$ cat src/rtl/core/bdq_pkg.sv
// bdq_pkg: shared types and codes for the bounded array deque
// request and result beat structs, mode and status codes, fsm states,
// controller/datapath command and status structs; no dependencies

package bdq_pkg;

  localparam int ValueWidth = 32;

  // request modes
  localparam logic [1:0] MODE_PUSH_REAR  = 2'd0;
  localparam logic [1:0] MODE_PUSH_FRONT = 2'd1;
  localparam logic [1:0] MODE_POP_FRONT  = 2'd2;
  localparam logic [1:0] MODE_POP_REAR   = 2'd3;

  // result status codes
  localparam logic [1:0] STAT_DONE  = 2'd0;
  localparam logic [1:0] STAT_FULL  = 2'd1;
  localparam logic [1:0] STAT_EMPTY = 2'd2;

  typedef struct packed {
    logic [1:0]                   mode;
    logic signed [ValueWidth-1:0] push_value;
  } in_beat_t;

  typedef struct packed {
    logic [1:0]                   status;
    logic signed [ValueWidth-1:0] popped_value;
  } out_beat_t;

  typedef enum logic [1:0] {
    S_IDLE,
    S_EXEC,
    S_READ,
    S_RESP
  } fsm_state_t;

  typedef struct packed {
    logic load;     // take in the request beat
    logic exec;     // evaluate request, update indices, drive ram
    logic capture;  // register the ram read data as popped value
  } dp_cmd_t;

  typedef struct packed {
    logic rd_pend;  // current request is a pop that reads the ram
  } dp_stat_t;

endpackage

$ cat src/rtl/core/bdq_ram.sv
// bdq_ram: generic single-port ram with registered read
// parameters set word width and depth; no dependencies

module bdq_ram #(
  parameter int WIDTH = 32,
  parameter int DEPTH = 4
) (
  input  logic                     clk,
  input  logic                     we,
  input  logic                     re,
  input  logic [$clog2(DEPTH)-1:0] addr,
  input  logic [WIDTH-1:0]         wdata,
  output logic [WIDTH-1:0]         rdata
);

  logic [WIDTH-1:0] mem [DEPTH];
  logic [WIDTH-1:0] rdata_r;

  always_ff @(posedge clk) begin
    if (we) begin
      mem[addr] <= wdata;
    end
    if (re) begin
      rdata_r <= mem[addr];
    end
  end

  assign rdata = rdata_r;

endmodule

$ cat src/rtl/core/bdq_ctrl.sv
// bdq_ctrl: controller state machine for the bounded array deque
// sequences load, execute, ram read and response; uses bdq_pkg

module bdq_ctrl (
  input  logic              clk,
  input  logic              rst_n,
  input  logic              in_valid,
  output logic              in_stall,
  output logic              out_valid,
  input  logic              out_stall,
  input  bdq_pkg::dp_stat_t dp_stat,
  output bdq_pkg::dp_cmd_t  dp_cmd
);

  bdq_pkg::fsm_state_t state_r;
  bdq_pkg::fsm_state_t state_nxt;

  always_ff @(posedge clk) begin
    if (!rst_n) begin
      state_r <= bdq_pkg::S_IDLE;
    end else begin
      state_r <= state_nxt;
    end
  end

  always_comb begin
    state_nxt      = state_r;
    dp_cmd         = '0;
    in_stall       = 1'b1;
    out_valid      = 1'b0;
    case (state_r)
      bdq_pkg::S_IDLE: begin
        in_stall = 1'b0;
        if (in_valid) begin
          dp_cmd.load = 1'b1;
          state_nxt   = bdq_pkg::S_EXEC;
        end
      end
      bdq_pkg::S_EXEC: begin
        dp_cmd.exec = 1'b1;
        state_nxt   = dp_stat.rd_pend ? bdq_pkg::S_READ : bdq_pkg::S_RESP;
      end
      bdq_pkg::S_READ: begin
        dp_cmd.capture = 1'b1;
        state_nxt      = bdq_pkg::S_RESP;
      end
      bdq_pkg::S_RESP: begin
        out_valid = 1'b1;
        if (!out_stall) begin
          state_nxt = bdq_pkg::S_IDLE;
        end
      end
      default: begin
        state_nxt = bdq_pkg::S_IDLE;
      end
    endcase
  end

endmodule

$ cat src/rtl/core/bdq_dpath.sv
// bdq_dpath: datapath of the bounded array deque
// front/rear indices, empty flag, request and result registers, slot ram
// depends on bdq_pkg and bdq_ram

module bdq_dpath #(
  parameter int DEPTH = 4
) (
  input  logic               clk,
  input  logic               rst_n,
  input  bdq_pkg::in_beat_t  in_data,
  output bdq_pkg::out_beat_t out_data,
  input  bdq_pkg::dp_cmd_t   dp_cmd,
  output bdq_pkg::dp_stat_t  dp_stat
);

  localparam int AW = $clog2(DEPTH);
  localparam logic [AW-1:0] LastIdx = AW'(DEPTH - 1);

  logic [AW-1:0] front_r, front_nxt;
  logic [AW-1:0] rear_r, rear_nxt;
  logic          empty_r, empty_nxt;

  logic [1:0]                           mode_r;
  logic signed [bdq_pkg::ValueWidth-1:0] value_r;
  logic [1:0]                           status_r, status_nxt;
  logic signed [bdq_pkg::ValueWidth-1:0] popped_r;

  logic                           ram_we;
  logic                           ram_re;
  logic [AW-1:0]                  ram_addr;
  logic [bdq_pkg::ValueWidth-1:0] ram_rdata;

  always_comb begin
    front_nxt  = front_r;
    rear_nxt   = rear_r;
    empty_nxt  = empty_r;
    status_nxt = bdq_pkg::STAT_DONE;
    ram_we     = 1'b0;
    ram_re     = 1'b0;
    ram_addr   = '0;
    case (mode_r)
      bdq_pkg::MODE_PUSH_REAR: begin
        if (empty_r) begin
          ram_we    = 1'b1;
          front_nxt = '0;
          rear_nxt  = '0;
          empty_nxt = 1'b0;
        end else if (rear_r == LastIdx) begin
          status_nxt = bdq_pkg::STAT_FULL;
        end else begin
          ram_we   = 1'b1;
          ram_addr = rear_r + 1'b1;
          rear_nxt = rear_r + 1'b1;
        end
      end
      bdq_pkg::MODE_PUSH_FRONT: begin
        if (empty_r) begin
          ram_we    = 1'b1;
          front_nxt = '0;
          rear_nxt  = '0;
          empty_nxt = 1'b0;
        end else if (front_r == '0) begin
          status_nxt = bdq_pkg::STAT_FULL;
        end else begin
          ram_we    = 1'b1;
          ram_addr  = front_r - 1'b1;
          front_nxt = front_r - 1'b1;
        end
      end
      bdq_pkg::MODE_POP_FRONT: begin
        if (empty_r) begin
          status_nxt = bdq_pkg::STAT_EMPTY;
        end else begin
          ram_re   = 1'b1;
          ram_addr = front_r;
          if (front_r == rear_r) begin
            empty_nxt = 1'b1;
            front_nxt = '0;
            rear_nxt  = '0;
          end else begin
            front_nxt = front_r + 1'b1;
          end
        end
      end
      bdq_pkg::MODE_POP_REAR: begin
        if (empty_r) begin
          status_nxt = bdq_pkg::STAT_EMPTY;
        end else begin
          ram_re   = 1'b1;
          ram_addr = rear_r;
          if (front_r == rear_r) begin
            empty_nxt = 1'b1;
            front_nxt = '0;
            rear_nxt  = '0;
          end else begin
            rear_nxt = rear_r - 1'b1;
          end
        end
      end
      default: begin
        status_nxt = bdq_pkg::STAT_DONE;
      end
    endcase
  end

  always_ff @(posedge clk) begin
    if (!rst_n) begin
      front_r <= '0;
      rear_r  <= '0;
      empty_r <= 1'b1;
    end else if (dp_cmd.exec) begin
      front_r <= front_nxt;
      rear_r  <= rear_nxt;
      empty_r <= empty_nxt;
    end
  end

  always_ff @(posedge clk) begin
    if (dp_cmd.load) begin
      mode_r  <= in_data.mode;
      value_r <= in_data.push_value;
    end
    if (dp_cmd.exec) begin
      status_r <= status_nxt;
      popped_r <= '0;
    end else if (dp_cmd.capture) begin
      popped_r <= ram_rdata;
    end
  end

  bdq_ram #(
    .WIDTH(bdq_pkg::ValueWidth),
    .DEPTH(DEPTH)
  ) u_slots (
    .clk  (clk),
    .we   (ram_we && dp_cmd.exec),
    .re   (ram_re && dp_cmd.exec),
    .addr (ram_addr),
    .wdata(value_r),
    .rdata(ram_rdata)
  );

  assign dp_stat.rd_pend       = mode_r[1] && !empty_r;
  assign out_data.status       = status_r;
  assign out_data.popped_value = popped_r;

endmodule

$ cat src/rtl/core/bounded_array_deque.sv
// bounded_array_deque: top level, linear-array double-ended queue
// joins bdq_ctrl and bdq_dpath; depends on bdq_pkg
//
//   channel  direction  beat type            handshake
//   in_      input      bdq_pkg::in_beat_t   in_valid / in_stall
//   out_     output     bdq_pkg::out_beat_t  out_valid / out_stall
//
// one request at a time: after acceptance a push or a refused request passes
// through the execute state to the result state, and a successful pop passes
// through a read state between them, for the registered read of the slot ram
// the next request is taken in the idle state that follows the result beat;
// out_stall holds the result state and so delays the next request
// in_stall stays high from acceptance until the result beat is taken
// synchronous active-low reset empties the deque; slot contents are not cleared

module bounded_array_deque #(
  parameter int DEPTH = 4
) (
  input  logic               clk,
  input  logic               rst_n,
  input  logic               in_valid,
  output logic               in_stall,
  input  bdq_pkg::in_beat_t  in_data,
  output logic               out_valid,
  input  logic               out_stall,
  output bdq_pkg::out_beat_t out_data
);

  bdq_pkg::dp_cmd_t  dp_cmd;
  bdq_pkg::dp_stat_t dp_stat;

  bdq_ctrl u_ctrl (
    .clk      (clk),
    .rst_n    (rst_n),
    .in_valid (in_valid),
    .in_stall (in_stall),
    .out_valid(out_valid),
    .out_stall(out_stall),
    .dp_stat  (dp_stat),
    .dp_cmd   (dp_cmd)
  );

  bdq_dpath #(
    .DEPTH(DEPTH)
  ) u_dpath (
    .clk     (clk),
    .rst_n   (rst_n),
    .in_data (in_data),
    .out_data(out_data),
    .dp_cmd  (dp_cmd),
    .dp_stat (dp_stat)
  );

endmodule

$ cat config.mk
export PLATFORM = sky130hd
export DESIGN_NAME = bounded_array_deque
export DESIGN_NICKNAME = d
export VERILOG_FILES = /design/src/rtl/core/bdq_pkg.sv /design/src/rtl/core/bdq_ram.sv /design/src/rtl/core/bdq_ctrl.sv /design/src/rtl/core/bdq_dpath.sv /design/src/rtl/core/bounded_array_deque.sv
export SDC_FILE = /design/constraint.sdc
export NUM_CORES = 1
export LEC_CHECK = 0
export BUFFER_PORTS_ARGS = -buffer_cell sky130_fd_sc_hd__buf_2
export CORE_MARGIN = 5
export CORE_UTILIZATION = 50
export DETAILED_ROUTE_END_ITERATION = 10
export PLACE_DENSITY_LB_ADDON = 0.1
export SLEW_MARGIN = 25
export SYNTH_ARGS = -nofsm -noshare
export SYNTH_HDL_FRONTEND = slang
export SYNTH_HIERARCHICAL = 1
export SYNTH_SLANG_ARGS = --single-unit
$ cat constraint.sdc
create_clock -name clk -period 5.71 [get_ports clk]
set_input_delay 0.8565 -clock clk [delete_from_list [all_inputs] [get_ports clk]]
set_output_delay 0.8565 -clock clk [all_outputs]
set_load 0.02 [all_outputs]
==> results of run 1 <==
## cell type report
cell class                 instances  area, sq um  area share, %
sequential                       235         6670           66.8
multi-input combinational        166         1800           18.1
clock buffer                      32          672           6.74
timing repair buffer              76          408           4.09
tap                              225          282           2.82
clock inverter                    13          116           1.17
inverter                           7         26.3          0.263
## cells by family after synthesis
family                   count (synthesis)  share of synthesized area, %
AO/OA/AOI/OAI                           24                          2.47
XOR/XNOR                                 2                         0.290
adder cells (fa/ha/maj)                  9                          1.31
buffers and inverters                   27                          2.18
flip-flops                             235                          77.4
multiplexers                            66                          12.6
AND/OR/NAND/NOR                         65                          3.77
## worst max-delay path, stage by stage, from the launching register on
cell     delay [ns]
dfxtp_1        0.37
inv_1          0.13
ha_2           0.76
nor2b_1        0.28
o21a_1         0.19
nor3b_2        0.57
buf_4          0.48
## routing by layer
| metal | part of all wire [%] | GRT usage, % |
|---|---|---|
| met5 | 0 | 0 |
| met4 | 2.0 | 3.88 |
| met3 | 5.1 | 2.93 |
| met2 | 50 | 24.1 |
| met1 | 42 | 19.0 |
## sequential cells by signal, indices dropped and copies added (netlist names)
signal / cells
u_dpath/front_r: 2
u_dpath/empty_r: 1
u_dpath/status_r: 2
u_dpath/popped_r: 32
u_dpath/u_slots/mem: 128
u_dpath/value_r: 32
u_dpath/rear_r: 2
u_dpath/mode_r: 2
u_ctrl/state_r: 2
u_dpath/u_slots/rdata: 32
## per-stage QoR
| step | power (mW) | hold WS, ns | area (sq um) | worst slack [ns] | cells |
|---|---|---|---|---|---|
| finish | 4.65 | 0.482 | 9970 | 2.57 | 754 |
| global route | 4.88 | 0.505 | 9970 | 2.27 | 754 |
| CTS | 4.71 | 0.489 | 9960 | 2.52 | 754 |
| detailed placement | 3.18 | 0.475 | 9180 | 2.55 | 709 |
| global placement | 3.15 | 0.465 | 9150 | 2.47 | 708 |
| floorplan | 2.91 | 0.456 | 8620 | 1.32 | 428 |
## power by group through the flow
stage	combinational [mW]	clock, mW	sequential, mW
after floorplan	0.475	0	2.44
after global placement	0.785	0	2.37
after detailed placement	0.802	0	2.38
after CTS	0.803	1.56	2.35
after global routing	0.860	1.65	2.37
final	0.787	1.52	2.34
## synthesized netlist by cell type, drive strengths merged (4+ instances only)
cell    count  share of area [%]
nor2       37                1.6
buf        16                1.7
dfxtp      39                9.1
edfxtp    196                 68
a21oi       4               0.28
mux4       33                8.8
ha          9                1.3
mux2i      33                3.8
clkbuf      4               0.17
nand2       6               0.26
nor2b       6               0.55
and2        4               0.30
inv         7               0.30
## worst paths after layout
path	to	cells after the start	slack, ns	start
worst max-delay path	u_dpath/u_slots/mem[0][17]	6	2.57	u_ctrl/state_r[1]
worst min-delay path	u_dpath/popped_r[1]	2	0.48	u_dpath/u_slots/rdata[1]
worst max register to register	u_dpath/u_slots/mem[0][17]	6	2.57	u_ctrl/state_r[1]
worst min register to register	u_dpath/popped_r[1]	2	0.48	u_dpath/u_slots/rdata[1]
==> flow_summary.toml, run 1 <==
[outcome]
outcome = "complete, no violations"

[clock_tree]
clkSinkCount = 235
htree_levels = 1
path_clk_slew_ns = 0.06
postCtsSetupBuffers = 0
cts_buffer_depth = 3
cts_made_buffers = 25
holdBufCountCts = 0
cts_root_buffer = "clkbuf_16"
insertion_delay_ns = 0.50
cts_resized = 0
tritoncts = "yes"

[cells_and_area]
nets = 558
antenna_cells = 0
layout_common_cells = "196 x edfxtp_1, 73 x buf_2, 39 x dfxtp_1, 36 x nor2_1, 33 x mux2i_1"
drive_gt1_share_pct = 31.0
fin_util_pct = 58.3
fill_cells = 1321
syn_to_final_growth_pct = 15.7
layout_commonest_cell = "edfxtp_1"

[power]
p_leak_nw = 3.41
p_seq_share_pct = 50.4
powerDensity_nw_per_um2 = 466
p_int_mw = 3.42
p_sw_mw = 1.23
swShare_pct = 26.4
combPwrFrac_pct = 16.9
clkPwrFrac_pct = 32.7
peakVddDrop_mv = 0.277

[global_route]
grt_start_max_net_pins = 40
antenna_found_initial = 0
grt_pass1_vias = 4158
grt.overflow.total = 0
grt_pass1_wl_mm = 22.2
grt_use_total_pct = 14.2

[timing]
tightest_slew_ns = 0.948
fin_crit_sh_pct = 55.1
fin_skew_ns = 0.0101
final.setup.tns_ns = 0
rsz0062_at_grt = "false"
slew_headroom_pct = 36.8
fin_crit_ns = 3.14
hold_violations = 0
setup_viol = 0
slew_viol_final = 0
fmax_mhz = 318

[floorplanning]
core_area_sq_um = 17100
start_util_pct = 50.4
die_area_sq_um = 20000
die_h_um = 141
row_count = 48
io_pins = 74
die_x_um = 141

[job]
drv_cap = 0

[setup_path]
critPathCaptureType = "register"
cp-start-kind = "register"
critPathKind = "reg2reg"
crit_arrival_ns = 3.29
worst_ep_required_time_ns = 5.86
worstPathMaxFanout = 39

[hold_path]
hold_path.class = "reg2reg"

[detailed_routing]
vias = 3940
vias_per_cell = 5.23
drc_errors = 0
drt-pass1-iter-count = 4
wirelength_mm = 14.0
drtIter0Drc = 214
wl_per_cell_um = 18.6
ant_nets = 0

[synth]
ys_seq_area_share_pct = 77.4
ys_warn_count = 6
synth-async-reset-ratio_pct = 0
synth_area_sq_um = 8620
synth_cell_types = 46
syn_area_per_cell_sq_um = 20.1
synth_edf_count = 196
netlist_instances = 428
ys.flop_type = "edfxtp_1"
ys_ff_latch = 235
syn_nets = 475

[placed_design]
routabilityCongestion = 0.804
dp_hpwl_mm = 8.25
io_buffer_count = 73
Note: power is estimated with default switching activity, not from simulation.
==> run 2, diff against run 1 <==
Settings changed: ABC_AREA from default to 1.
Clock period 5.71 ns to 2.9 ns, I/O delays scaled along.
==> run 2 against run 1 <==
Compared with the run above:
- total power up 110%
- clock skew up 0.0031 ns
- via count up 41%
- flip-flop and latch count unchanged
- fmax up 27%
- cell area up 5.4%
- highest routed layer unchanged
- register-to-register slack worse by 2.1 ns
- routed wire length up 25%
- global-route usage up 3.1 points
- critical endpoint is now u_dpath/u_slots/mem[0][30]
- synthesized cell count up 82%
- sequential power up 97%
==> flow_summary.toml, run 2 <==
[synth]
yosys-top-cells-area = "edfxtp_1 66%, nand2_1 14%, dfxtp_1 8.7%, nor2_1 3.2%, o21ai_0 2.0%"
syn_nets = 825
yosys.area_share.simple_pct = 18.7
synth_cell_types = 27
ys_ff_latch = 235
synth-compound-area-share_pct = 2.88
synth_area_leader_cell = "edfxtp_1"
ys_warn_count = 6
synthXorXnorAreaFrac_pct = 0
synth_area_sq_um = 8980
synth-async-reset-ratio_pct = 0
ys.flop_type = "edfxtp_1"
yosysTopAreaCellShare_pct = 65.5
synthMuxAreaShare_pct = 0
netlist_instances = 778
yosys.area_share.adder_pct = 1.25
syn_area_per_cell_sq_um = 11.5
synth_top_family_by_area = "simple AND/OR/NAND/NOR gates"
synth_most_common_cell = "nand2_1"
synth_common_cells = "324 x nand2_1, 196 x edfxtp_1, 76 x nor2_1, 39 x dfxtp_1, 36 x o21ai_0"
ys_seq_area_share_pct = 74.2
synth_edf_count = 196

[clock_tree]
clkSinkCount = 235
cts_root_buffer = "clkbuf_16"
postCtsSetupBuffers = 0
path_clk_slew_ns = 0.06
htree_levels = 1
cts_resized = 0
cts_made_buffers = 25
insertion_delay_ns = 0.52
tritoncts = "yes"
holdBufCountCts = 0
cts_buffer_depth = 3

[setup_path]
ff2ff_path_depth = 7
critPathCaptureType = "register"
worst_ep_required_time_ns = 3.07
worstPathMaxFanout = 21
cp-start-kind = "register"
crit_arrival_ns = 2.64
critical-path-max-stage-delay_ns = 0.41
path_cells = "inv_1 -> ha_1 -> nand2_1 -> a311oi_1 -> inv_1 -> nor3_4 -> buf_4"
crit_slowest_cell = "a311oi_1"
worst_path_most_repeated_cell = "inv_1"
critPathKind = "reg2reg"

[detailed_routing]
ant_nets = 0
drc_errors = 0
wirelength_mm = 17.6
drt-pass1-iter-count = 5
drtIter0Drc = 282
vias_per_cell = 4.98
wl_per_cell_um = 15.8
vias = 5546

[timing]
hold_violations = 0
final.setup.tns_ns = 0
setup_ws_ns = 0.433
fin_crit_sh_pct = 85.1
slew_viol_final = 0
hold_ws_ns = 0.0891
tightest_slew_ns = 0.823
setup_viol = 0
rsz0062_at_grt = "false"
fin_crit_ns = 2.47
fin_skew_ns = 0.0132
fmax_mhz = 405
slew_headroom_pct = 45.1

[floorplanning]
die_x_um = 144
die_area_sq_um = 20700
start_util_pct = 50.3
row_count = 49
core_area_sq_um = 17800
die_h_um = 144
io_pins = 74

[cells_and_area]
layout_commonest_cell = "nand2_1"
antenna_cells = 0
fin_util_pct = 58.9
largest_reg_flops = 128
fill_cells = 1445
nets = 912
drive_gt1_share_pct = 17.4
regMostFlops = "u_dpath/u_slots/mem"
layout_common_cells = "324 x nand2_1, 196 x edfxtp_1, 76 x nor2_1, 73 x buf_2, 39 x dfxtp_1"
syn_to_final_growth_pct = 17.0

[global_route]
grt_pass1_vias = 5572
grt.overflow.total = 0
grt_use_total_pct = 17.3
grt_start_max_net_pins = 67
antenna_found_initial = 0
grt_pass1_wl_mm = 28.3

[hold_path]
worstHoldPathCells = 1
hold_path.class = "in2reg"

[placed_design]
dp_hpwl_mm = 10.4
io_buffer_count = 73
routabilityCongestion = 0.817
place_ws_ns = 0.431

[outcome]
outcome = "complete, no violations"

[power]
powerDensity_nw_per_um2 = 916
peakVddDrop_mv = 0.532
p_leak_nw = 4.28
finalPower_mw = 9.63

[job]
drv_cap = 0
[run 2: worst paths after layout]
| kind | startpoint | to | slack, ns |
|---|---|---|---|
| worst max-delay path | u_ctrl/state_r[1] | u_dpath/u_slots/mem[0][30] | 0.43 |
| worst min-delay path | in_data[21] | u_dpath/value_r[21] | 0.09 |
| worst min register to register | u_dpath/u_slots/rdata[20] | u_dpath/popped_r[20] | 0.47 |
| worst max register to register | u_ctrl/state_r[1] | u_dpath/u_slots/mem[0][30] | 0.43 |
[run 2: through the flow]
| stage | instance area, sq um | cells |
|---|---|---|
| floorplan | 9010 | 778 |
| global placement | 9690 | 1067 |
| detailed placement | 9690 | 1067 |
| CTS | 10500 | 1113 |
| global route | 10500 | 1113 |
| finish | 10500 | 1113 |
[run 2: critical path: cells and delay by family (launching register included)]
| family | cells | cell delay (ns) |
|---|---|---|
| adders and majority gates | 1 | 0.32 |
| DFF | 1 | 0.33 |
| buffers and inverters | 3 | 0.74 |
| AOI/OAI and AO/OA | 1 | 0.41 |
| and+or+nand+nor | 2 | 0.30 |
[run 2: layer usage]
layer | global-route usage [%] | routed length, um | vias up
met1 | 22.8 | 7470 | 2609
met5 | 0 | 0 | -
met4 | 6.64 | 456 | 0
met2 | 29.2 | 8610 | 140
met3 | 2.94 | 1020 | 39
li1 | - | - | 2758
[run 2: cells by family after synthesis]
family | count (synthesis)
AND/OR/NAND/NOR | 430
flip-flops | 235
buffers and inverters | 58
AO/OA/AOI/OAI | 46
adder cells (fa/ha/maj) | 9
[run 2: final cells by class]
class | instances | area (sq um) | share of cell area, %
multi-input combinational | 485 | 2110 | 20.1
tap | 229 | 287 | 2.73
timing repair buffer | 91 | 526 | 5.00
clock inverter | 15 | 178 | 1.69
sequential | 235 | 6670 | 63.4
inverter | 27 | 101 | 0.964
clock buffer | 31 | 648 | 6.16
[run 2: power breakdown]
| part | total (mW) | internal [mW] | switching [mW] |
|---|---|---|---|
| clock network | 3.15 | 1.94 | 1.21 |
| registers | 4.61 | 4.33 | 0.277 |
| logic | 1.87 | 0.565 | 1.30 |
| total | 9.63 | 6.84 | 2.79 |
==> run 3, diff against run 2 <==
Settings changed: REMOVE_ABC_BUFFERS from default to 1.
==> run 3 against run 2 <==
Compared with the run above:
- total power up 1.4%
- cell area rose by 0.14%
- clock power up 4%
- core utilization rose by 0.084 points
- critical path depth rose by 1
- clock-buffer cell count shrank 2
- worst setup slack better by 0.069 ns
- largest cell class unchanged
- highest routed layer unchanged
==> flow_summary.toml, run 3 (synthesized netlist as in run 2, its figures left out) <==
[outcome]
outcome = "complete, no violations"

[placed_design]
routabilityCongestion = 0.903
place_ws_ns = 0.507
io_buffer_count = 73
dp_hpwl_mm = 10.9

[floorplanning]
io_pins = 74
die_h_um = 144
die_area_sq_um = 20700
start_util_pct = 50.3
row_count = 49
core_area_sq_um = 17800
die_x_um = 144

[setup_path]
worstPathMaxFanout = 66
path_delay_family = "buffers and inverters"
cp.depth = 8
setup.worst_path.start = "u_dpath/mode_r[1]"
r2r_start = "u_dpath/mode_r[1]"
path_cells = "inv_2 -> nand2_2 -> nor2_2 -> nand2_1 -> nand4_1 -> buf_4 -> nor3_2 -> buf_4"
worstSetupEndpoint = "u_dpath/u_slots/mem[0][10]"
critPathKind = "reg2reg"
cp-start-kind = "register"
worst-r2r-setup-slack_ns = 0.50
critical-path-max-stage-delay_ns = 0.62
worst_ep_required_time_ns = 3.14
r2r-end = "u_dpath/u_slots/mem[0][10]"
critPathCaptureType = "register"
crit_buf_inv = 3
crit_slowest_cell = "buf_4"
crit_arrival_ns = 2.64
ff2ff_path_depth = 8
worst_path_most_repeated_cell = "buf_4"

[clock_tree]
cts_made_buffers = 25
tritoncts = "yes"
path_clk_slew_ns = 0.07
cts_root_buffer = "clkbuf_16"
postCtsSetupBuffers = 0
insertion_delay_ns = 0.52
holdBufCountCts = 0
cts_buffer_depth = 3
cts_resized = 0
htree_levels = 1
clkSinkCount = 235

[cells_and_area]
syn_to_final_growth_pct = 17.2
layout_common_cells = "324 x nand2_1, 196 x edfxtp_1, 76 x nor2_1, 73 x buf_2, 39 x dfxtp_1"
drive_gt1_share_pct = 19.0
fin_util_pct = 59.0
fill_cells = 1421
largest_reg_flops = 128
layout_commonest_cell = "nand2_1"
antenna_cells = 0
regMostFlops = "u_dpath/u_slots/mem"
nets = 913

[timing]
slew_viol_final = 0
rsz0062_at_grt = "false"
fin_crit_ns = 2.40
fmax_mhz = 417
setup_ws_ns = 0.502
setup_viol = 0
slew_headroom_pct = 49.9
tightest_slew_ns = 0.752
fin_skew_ns = 0.0122
hold_violations = 0
fin_crit_sh_pct = 82.7

[job]
drv_cap = 0

[global_route]
antenna_found_initial = 0
grt_start_max_net_pins = 67
grt.overflow.total = 0
grt_pass1_vias = 5704
grt_use_total_pct = 17.8
grt_pass1_wl_mm = 29.0

[detailed_routing]
wl_per_cell_um = 16.3
wirelength_mm = 18.2
drc_errors = 0
vias = 5617
ant_nets = 0
drtIter0Drc = 348
vias_per_cell = 5.04
drt-pass1-iter-count = 5

[power]
p_leak_nw = 4.29
powerDensity_nw_per_um2 = 927
peakVddDrop_mv = 0.580

[hold_path]
hold_path.class = "in2reg"
## run 3: how the worst min path moves through the flow
stage	startpoint	to	slack, ns	cells after the start
6_report	in_data[0]	u_dpath/value_r[0]	0.09	1
2_1_floorplan	u_dpath/u_slots/rdata[0]	u_dpath/popped_r[0]	0.45	2
5_1_grt	in_data[27]	u_dpath/value_r[27]	0.07	1
3_3_place_gp	u_dpath/u_slots/rdata[9]	u_dpath/popped_r[9]	0.45	2
3_5_place_dp	u_dpath/u_slots/rdata[11]	u_dpath/popped_r[11]	0.46	2
4_1_cts	in_data[0]	u_dpath/value_r[0]	0.07	1
## run 3: metrics by stage
step	instances	cell area [sq um]	total power, mW	hold WS, ns	setup TNS (ns)
2_1_floorplan	747	8820	5.83	0.447	-391.28
3_3_place_gp	1068	9650	6.48	0.452	0
3_5_place_dp	1068	9650	6.58	0.459	0
4_1_cts	1114	10500	9.89	0.0664	0
5_1_grt	1114	10500	10.3	0.0652	0
6_report	1114	10500	9.76	0.0896	0
## run 3: final cells by class
cell class              instances  area [sq um]  share of cell area (%)
multi-input cells             485          2080                    19.7
clock buffers                  29           681                    6.46
flip-flops and latches        235          6670                    63.3
repair buffers                 92           520                    4.94
clock inverters                17           196                    1.87
inverters                      27           101                   0.963
well taps                     229           287                    2.72
## run 3: worst register-to-register path, stage by stage (launching register included)
cell,delay [ns]
edfxtp_1,0.43
inv_2,0.18
nand2_2,0.10
nor2_2,0.17
nand2_1,0.07
nand4_1,0.13
buf_4,0.62
nor3_2,0.15
buf_4,0.26
## run 3: where the power goes
group | switching (mW) | internal (mW) | leakage [nW]
Combinational | 1.32 | 0.562 | 1.77
Clock | 1.31 | 1.97 | 0.410
Sequential | 0.276 | 4.33 | 2.11
Total | 2.90 | 6.86 | 4.29
## run 3: routing by layer
layer  GRT usage [%]  up-vias  share of wire [%]
met4            5.50        0                2.1
met1            23.2     2658                 44
met3            3.17       35                5.7
met5               0        -                  0
li1                -     2756                  -
met2            30.7      168                 49
